<file path="src/sv/mbrtu_pkg.sv">
// ----------------------------------------------------------------------------
// mbrtu_pkg
// Shared constants and the CRC-16 byte update for the read-holding responder.
// ----------------------------------------------------------------------------
package mbrtu_pkg;

  localparam int TABLE_DEPTH_DEF = 64;
  localparam int FRAME_LEN_DEF   = 8;
  localparam int MAX_READ_DEF    = 17;

  localparam logic [15:0] CRC_INIT          = 16'hFFFF;
  localparam logic [15:0] CRC_POLY          = 16'hA001;
  localparam logic [7:0]  FUNC_READ_HOLDING = 8'h03;
  localparam logic [7:0]  SLAVE_ID_RST      = 8'h01;
  localparam logic [15:0] REG_RST_VAL       = 16'h0001;

  localparam logic MODE_RX_BYTE  = 1'b0;
  localparam logic MODE_REG_WRITE = 1'b1;

  function automatic logic [15:0] crc_update(input logic [15:0] crc_in,
                                             input logic [7:0]  data);
    logic [15:0] c;
    c = crc_in ^ {8'h00, data};
    for (int k = 0; k < 8; k++) begin
      if (c[0]) begin
        c = (c >> 1) ^ CRC_POLY;
      end else begin
        c = c >> 1;
      end
    end
    return c;
  endfunction

endpackage

</file>
<file path="src/sv/mbrtu_table.sv">
// ----------------------------------------------------------------------------
// mbrtu_table
// Holding register store: one write port, one registered read port, with a
// valid bit per entry so unwritten entries read as the reset value.
// ----------------------------------------------------------------------------
module mbrtu_table #(
  parameter int TABLE_DEPTH = 64,
  parameter int AW          = 6
) (
  input  logic          clk,
  input  logic          rst_n,
  input  logic          wr_en,
  input  logic [AW-1:0] wr_addr,
  input  logic [15:0]   wr_data,
  input  logic [AW-1:0] rd_addr,
  output logic [15:0]   rd_data
);
  import mbrtu_pkg::*;

  logic [15:0]            mem [TABLE_DEPTH];
  logic [TABLE_DEPTH-1:0] vld_r;
  logic [15:0]            rd_q_r;
  logic                   rd_vld_r;

  always_ff @(posedge clk) begin
    if (wr_en) begin
      mem[wr_addr] <= wr_data;
    end
    rd_q_r <= mem[rd_addr];
  end

  always_ff @(posedge clk) begin
    if (!rst_n) begin
      vld_r    <= '0;
      rd_vld_r <= 1'b0;
    end else begin
      if (wr_en) begin
        vld_r[wr_addr] <= 1'b1;
      end
      rd_vld_r <= vld_r[rd_addr];
    end
  end

  assign rd_data = rd_vld_r ? rd_q_r : REG_RST_VAL;

endmodule

</file>
<file path="src/sv/modbus_rtu_read_holding_responder.sv">
// ----------------------------------------------------------------------------
// modbus_rtu_read_holding_responder
// Modbus RTU slave answering read-holding-registers requests.
// ----------------------------------------------------------------------------
// Input beats in mode 0 carry received serial bytes, collected into a
// FRAME_LEN-byte request; mode 1 beats write one holding register. The
// byte that completes a valid function-3 request starts a response: the
// block then streams the response one byte per cycle while out_stall is
// low and holds in_stall high until the final CRC byte is loaded into the
// output register; the single read port of the holding table keeps pace
// with the output. The table comes out of reset holding one in every
// entry with no clearing pass. slave_id may be written at any time the
// block is idle.
// ----------------------------------------------------------------------------
module modbus_rtu_read_holding_responder #(
  parameter int TABLE_DEPTH = mbrtu_pkg::TABLE_DEPTH_DEF,
  parameter int FRAME_LEN   = mbrtu_pkg::FRAME_LEN_DEF,
  parameter int MAX_READ    = mbrtu_pkg::MAX_READ_DEF
) (
  input  logic        clk,
  input  logic        rst_n,
  input  logic        cfg_wr_en,
  input  logic [7:0]  cfg_wr_data,
  input  logic        in_valid,
  output logic        in_stall,
  input  logic        in_mode,
  input  logic [7:0]  in_rx_byte,
  input  logic [5:0]  in_reg_index,
  input  logic [15:0] in_reg_value,
  output logic        out_valid,
  input  logic        out_stall,
  output logic [7:0]  out_tx_byte,
  output logic        out_last_byte
);
  import mbrtu_pkg::*;

  localparam int AW = (TABLE_DEPTH > 1) ? $clog2(TABLE_DEPTH) : 1;
  localparam int FW = $clog2(FRAME_LEN + 1);
  localparam int CW = $clog2(MAX_READ + 1);

  typedef enum logic [5:0] {
    S_IDLE = 6'b000001,
    S_HDR  = 6'b000010,
    S_HI   = 6'b000100,
    S_LO   = 6'b001000,
    S_CRCL = 6'b010000,
    S_CRCH = 6'b100000
  } state_t;

  state_t        state_r, state_nxt;
  logic [7:0]    slave_id_r;
  logic [FW-1:0] fill_r, fill_nxt;
  logic [7:0]    byte0_r, byte0_nxt;
  logic [7:0]    func_r, func_nxt;
  logic [7:0]    start_r, start_nxt;
  logic [7:0]    count_r, count_nxt;
  logic [15:0]   crc_r, crc_nxt;
  logic [1:0]    hdr_cnt_r, hdr_cnt_nxt;
  logic [CW-1:0] left_r, left_nxt;
  logic [8:0]    addr_r, addr_nxt;
  logic [7:0]    bc_r, bc_nxt;
  logic [7:0]    lo_r, lo_nxt;
  logic          out_valid_r, out_valid_nxt;
  logic [7:0]    out_byte_r, out_byte_nxt;
  logic          out_last_r, out_last_nxt;

  logic          in_acc;
  logic          load_ok;
  logic          emit;
  logic [7:0]    emit_byte;
  logic          emit_last;
  logic          emit_crc;
  logic          id_match;
  logic [7:0]    count_eff;
  logic          req_ok;
  logic          tbl_wr_en;
  logic [15:0]   tbl_rd_data;

  assign in_stall = (state_r != S_IDLE);
  assign in_acc   = in_valid && !in_stall;
  assign load_ok  = !out_valid_r || !out_stall;

  assign tbl_wr_en = in_acc && (in_mode == MODE_REG_WRITE) &&
                     ({3'b000, in_reg_index} < 9'(TABLE_DEPTH));

  mbrtu_table #(
    .TABLE_DEPTH (TABLE_DEPTH),
    .AW          (AW)
  ) u_table (
    .clk     (clk),
    .rst_n   (rst_n),
    .wr_en   (tbl_wr_en),
    .wr_addr (AW'(in_reg_index)),
    .wr_data (in_reg_value),
    .rd_addr (addr_r[AW-1:0]),
    .rd_data (tbl_rd_data)
  );

  assign id_match  = (fill_r == '0) ? (in_rx_byte == slave_id_r) : (byte0_r == slave_id_r);
  assign count_eff = (fill_r == FW'(5)) ? in_rx_byte : count_r;
  assign req_ok    = (func_r == FUNC_READ_HOLDING) && (count_eff <= 8'(MAX_READ)) &&
                     (({1'b0, start_r} + {1'b0, count_eff}) <= 9'(TABLE_DEPTH));

  always_comb begin
    state_nxt    = state_r;
    fill_nxt     = fill_r;
    byte0_nxt    = byte0_r;
    func_nxt     = func_r;
    start_nxt    = start_r;
    count_nxt    = count_r;
    crc_nxt      = crc_r;
    hdr_cnt_nxt  = hdr_cnt_r;
    left_nxt     = left_r;
    addr_nxt     = addr_r;
    bc_nxt       = bc_r;
    lo_nxt       = lo_r;
    emit         = 1'b0;
    emit_byte    = 8'h00;
    emit_last    = 1'b0;
    emit_crc     = 1'b0;

    unique case (state_r)
      S_IDLE: begin
        if (in_acc && (in_mode == MODE_RX_BYTE)) begin
          unique case (fill_r)
            FW'(0):  byte0_nxt = in_rx_byte;
            FW'(1):  func_nxt  = in_rx_byte;
            FW'(3):  start_nxt = in_rx_byte;
            FW'(5):  count_nxt = in_rx_byte;
            default: ;
          endcase
          if (!id_match) begin
            fill_nxt = '0;
          end else if (fill_r == FW'(FRAME_LEN - 1)) begin
            fill_nxt = '0;
            if (req_ok) begin
              state_nxt   = S_HDR;
              crc_nxt     = CRC_INIT;
              hdr_cnt_nxt = 2'd0;
              left_nxt    = CW'(count_eff);
              addr_nxt    = {1'b0, start_r};
              bc_nxt      = {count_eff[6:0], 1'b0};
            end
          end else begin
            fill_nxt = fill_r + FW'(1);
          end
        end
      end
      S_HDR: begin
        if (load_ok) begin
          emit     = 1'b1;
          emit_crc = 1'b1;
          unique case (hdr_cnt_r)
            2'd0:    emit_byte = slave_id_r;
            2'd1:    emit_byte = FUNC_READ_HOLDING;
            default: emit_byte = bc_r;
          endcase
          hdr_cnt_nxt = hdr_cnt_r + 2'd1;
          if (hdr_cnt_r == 2'd2) begin
            state_nxt = (left_r == '0) ? S_CRCL : S_HI;
          end
        end
      end
      S_HI: begin
        if (load_ok) begin
          emit      = 1'b1;
          emit_crc  = 1'b1;
          emit_byte = tbl_rd_data[15:8];
          lo_nxt    = tbl_rd_data[7:0];
          addr_nxt  = addr_r + 9'd1;
          state_nxt = S_LO;
        end
      end
      S_LO: begin
        if (load_ok) begin
          emit      = 1'b1;
          emit_crc  = 1'b1;
          emit_byte = lo_r;
          left_nxt  = left_r - CW'(1);
          state_nxt = (left_r == CW'(1)) ? S_CRCL : S_HI;
        end
      end
      S_CRCL: begin
        if (load_ok) begin
          emit      = 1'b1;
          emit_byte = crc_r[7:0];
          state_nxt = S_CRCH;
        end
      end
      S_CRCH: begin
        if (load_ok) begin
          emit      = 1'b1;
          emit_byte = crc_r[15:8];
          emit_last = 1'b1;
          state_nxt = S_IDLE;
        end
      end
      default: state_nxt = S_IDLE;
    endcase

    if (emit_crc) begin
      crc_nxt = crc_update(crc_r, emit_byte);
    end
  end

  always_comb begin
    out_valid_nxt = out_valid_r;
    out_byte_nxt  = out_byte_r;
    out_last_nxt  = out_last_r;
    if (emit) begin
      out_valid_nxt = 1'b1;
      out_byte_nxt  = emit_byte;
      out_last_nxt  = emit_last;
    end else if (!out_stall) begin
      out_valid_nxt = 1'b0;
    end
  end

  always_ff @(posedge clk) begin
    if (!rst_n) begin
      state_r     <= S_IDLE;
      slave_id_r  <= SLAVE_ID_RST;
      fill_r      <= '0;
      out_valid_r <= 1'b0;
    end else begin
      state_r     <= state_nxt;
      fill_r      <= fill_nxt;
      out_valid_r <= out_valid_nxt;
      if (cfg_wr_en) begin
        slave_id_r <= cfg_wr_data;
      end
    end
  end

  always_ff @(posedge clk) begin
    byte0_r    <= byte0_nxt;
    func_r     <= func_nxt;
    start_r    <= start_nxt;
    count_r    <= count_nxt;
    crc_r      <= crc_nxt;
    hdr_cnt_r  <= hdr_cnt_nxt;
    left_r     <= left_nxt;
    addr_r     <= addr_nxt;
    bc_r       <= bc_nxt;
    lo_r       <= lo_nxt;
    out_byte_r <= out_byte_nxt;
    out_last_r <= out_last_nxt;
  end

  assign out_valid     = out_valid_r;
  assign out_tx_byte   = out_byte_r;
  assign out_last_byte = out_last_r;

endmodule
</file>
<file path="config.mk">
export PLATFORM = sky130hd
export DESIGN_NAME = modbus_rtu_read_holding_responder
export DESIGN_NICKNAME = d
export VERILOG_FILES = /design/src/sv/mbrtu_pkg.sv /design/src/sv/mbrtu_table.sv /design/src/sv/modbus_rtu_read_holding_responder.sv
export SDC_FILE = /design/constraint.sdc
export NUM_CORES = 1
export LEC_CHECK = 0
export ABC_AREA = 1
export ABC_CLOCK_PERIOD_IN_PS = 8100
export BUFFER_PORTS_ARGS = -buffer_cell sky130_fd_sc_hd__buf_2
export CORE_MARGIN = 1
export CORE_UTILIZATION = 35
export CTS_CLUSTER_DIAMETER = 200
export CTS_CLUSTER_SIZE = 30
export DETAILED_ROUTE_END_ITERATION = 10
export HOLD_SLACK_MARGIN = 0.06
export PLACE_DENSITY = 0.58
export SLEW_MARGIN = 20
export SYNTH_ARGS = -nofsm -noshare
export SYNTH_HDL_FRONTEND = slang
export SYNTH_SLANG_ARGS = --single-unit
</file>
<file path="constraint.sdc">
create_clock -name clk -period 8.1 [get_ports clk]
set_input_delay 0.81 -clock clk [delete_from_list [all_inputs] [get_ports clk]]
set_output_delay 0.81 -clock clk [all_outputs]
set_load 0.02 [all_outputs]
</file>
==> flow_summary.toml <==
[run_status]
run_status = "completed"

[yosys]
post_synth_num_cell_types = 52
synth_seq_cells = 1209
yosys_warnings = 0
syn_area_per_cell_sq_um = 12.1
ys_seq_area_share_pct = 72.6
netlist_area_sq_mm = 0.0486
synthCells = 4014
mappedNetlistNets = 4080
synthArstFlopShare_pct = 0
synth-main-ff-cell = "edfxtp_1"
synth_edf_count = 1109

[place]
dpl_worst_slack_ns = 3.42
port_buffers = 54
gp_congestion = 0.884
hpwl_um = 73800
dpl.cell_count = 5698

[cts]
cts_max_level = 2
cts_root_buffer = "clkbuf_16"
clock_tree.buffer_depth = 3
worstSkewPairLatency_ns = 0.67
path_clk_slew_ns = 0.12
cts_resized = 0
cts_setup_buffers = 0
tritoncts = "yes"
cts_inserted_buffers = 46
cts_hold_buf = 0
clock_sinks = 1209

[routing]
via_per_inst = 5.43
vias = 31409
final_antenna_net_count = 0
firstDrtPassIters = 5
wl_um = 134000
drt_iter0_drc = 3803
drc = 0
drt-wirelength-per-cell_um = 23.1

[critical_path]
arrival_ns = 4.99
cp_max_fo = 16
end_kind = "flop"
crit_path_start_kind = "flop"
reg2reg_depth = 16
path_class = "flop to flop"
worst_ep_required_time_ns = 8.43

[global_route]
grt_pass1_vias = 28983
grt_pass1_wl_um = 196000
grt_start_max_net_pins = 180
grt_remaining_overflow = 0
antenna_found_initial = 11
grt_usage_pct = 18.5

[cells_and_area]
stdcell_count = 5788
nNetsFinal = 4018
drive_above_1_share_pct = 7.32
area_growth_pct = 7.85

[floorplan]
rows = 136
die_w_um = 375
coreArea_sq_mm = 0.138
fp.dieH_um = 375
io_pins = 55
initial_core_util_pct = 35.3
dieArea_sq_mm = 0.140

[timing]
timing.hold.ws_ns = 0.377
rsz0062_at_grt = "no"
fmax_mhz = 215
setup_viol = 0
timing.final.max_slew_violations = 0
worst_slack_ns = 3.44
period_needed_ns = 4.66
slew_headroom_pct = 30.1
period_share_pct = 57.5
tns_ns = 0
hold_viol_final = 0
worst_pin_slew_ns = 1.05
finalClockSkew_ns = 0.0300

[min_path]
hold_path_depth = 1
hp-class = "input pin to flop"

[power_and_ir_drop]
p_per_area_mw_per_mm2 = 191
leakage_nw = 16.6
vdd_drop_max_uv = 172

[run]
maxCapViolations = 0
[per-layer routing]
metal | global-route usage, % | part of all wire, % | up-vias
met4 | 4.27 | 2.2 | 8
met2 | 29.0 | 45 | 1123
met1 | 26.8 | 44 | 15702
met3 | 3.21 | 8.1 | 132
li1 | - | - | 14444
met5 | 0 | 0.037 | -
[worst max-delay path: stages, from the launching register on]
cell,delay [ns]
dfxtp_1,0.35
inv_1,0.09
ha_1,0.17
nand3_1,0.29
o21ai_0,0.70
inv_1,0.12
fa_1,0.43
nor2_1,0.12
a211oi_1,0.07
o21bai_1,0.14
nand2_1,0.10
a21oi_1,0.12
o21ai_0,0.09
o31ai_1,0.08
nand3_1,0.17
nor3_1,0.78
or2_2,0.50
[power by group]
part	internal, mW	switching [mW]	leakage [nW]
clock	1.11	1.87	0.636
combinational	0.0293	0.165	5.13
sequential	6.81	0.00502	10.8
[synthesized netlist by cell type (10+ instances only)]
cell / number / area, sq um
nand3_2: 10 / 100
nor2_1: 959 / 3600
o21ai_0: 736 / 3680
nand2_2: 10 / 62.6
o32ai_1: 20 / 175
o22ai_1: 338 / 2110
inv_1: 99 / 372
nor3_1: 18 / 90.1
dfxtp_1: 100 / 2000
edfxtp_1: 1109 / 33300
ha_1: 21 / 263
a21oi_1: 21 / 105
clkbuf_1: 239 / 897
nand2_1: 138 / 518
buf_2: 10 / 50.1
nand3_1: 71 / 355
xor2_1: 14 / 123
[registers in the layout, indices dropped and copies added (netlist names), 8 cells and up]
signal          flops
byte0_r             8
count_r             8
crc_r              16
func_r              8
lo_r                8
out_tx_byte         8
slave_id_r          8
start_r             8
u_table.mem      1024
u_table.rd_q_r     16
u_table.vld_r      64
[cell families (layout without fill, tap and decap cells)]
logic type                 Yosys count  after routing  share of synthesized area, %
and+or+nand+nor                   1248           1248                          10.5
DFF                               1209           1209                          72.6
AOI/OAI and AO/OA                 1151           1151                          13.1
buffers and inverters              366            341                          2.91
adders and majority gates           22             22                         0.582
xor gates and xnor gates            18             18                         0.324
other                                0              5                             0
[cells in the final DEF (no fill, tap or decap), types with 10 or more instances in the layout]
master	instances
a21oi_1	21
buf_2	54
buf_4	87
clkbuf_1	35
clkbuf_16	46
dfxtp_1	100
edfxtp_1	1109
ha_1	21
inv_1	94
nand2_1	138
nand2_2	10
nand3_1	71
nand3_2	10
nor2_1	929
nor2_2	26
nor2_4	16
nor3_1	17
o21ai_0	736
o22ai_1	338
o32ai_1	20
xor2_1	14
[cell type report]
type	count	area, sq um
antenna	5	12.5
clock inverter	4	63.8
clock buffer	81	1280
multi-input combinational	2439	12000
sequential	1209	35300
inverter	108	423
timing repair buffer	148	1060
fill	13089	85200
tap	1794	2240
[path summary, 6_finish.rpt]
kind	slack, ns	end	startpoint
setup / recovery	3.44	crc_r[8]	fill_r[1]
setup reg to reg	3.44	crc_r[8]	fill_r[1]
hold / removal	0.38	byte0_r[3]	in_rx_byte[3]
hold reg to reg	0.48	u_table.vld_r[21]	u_table.vld_r[21]
[per-stage QoR]
stage / utilization [%] / total power, mW / instance area, sq um
6_report: 38.1 / 10.0 / 52400
5_1_grt: 38.1 / 10.3 / 52400
2_1_floorplan: - / 7.00 / 48600
4_1_cts: 38.0 / 10.1 / 52400
3_3_place_gp: 37.0 / 7.15 / 51000
3_5_place_dp: 37.1 / 7.15 / 51000
Power figures use the tool's default switching activity.
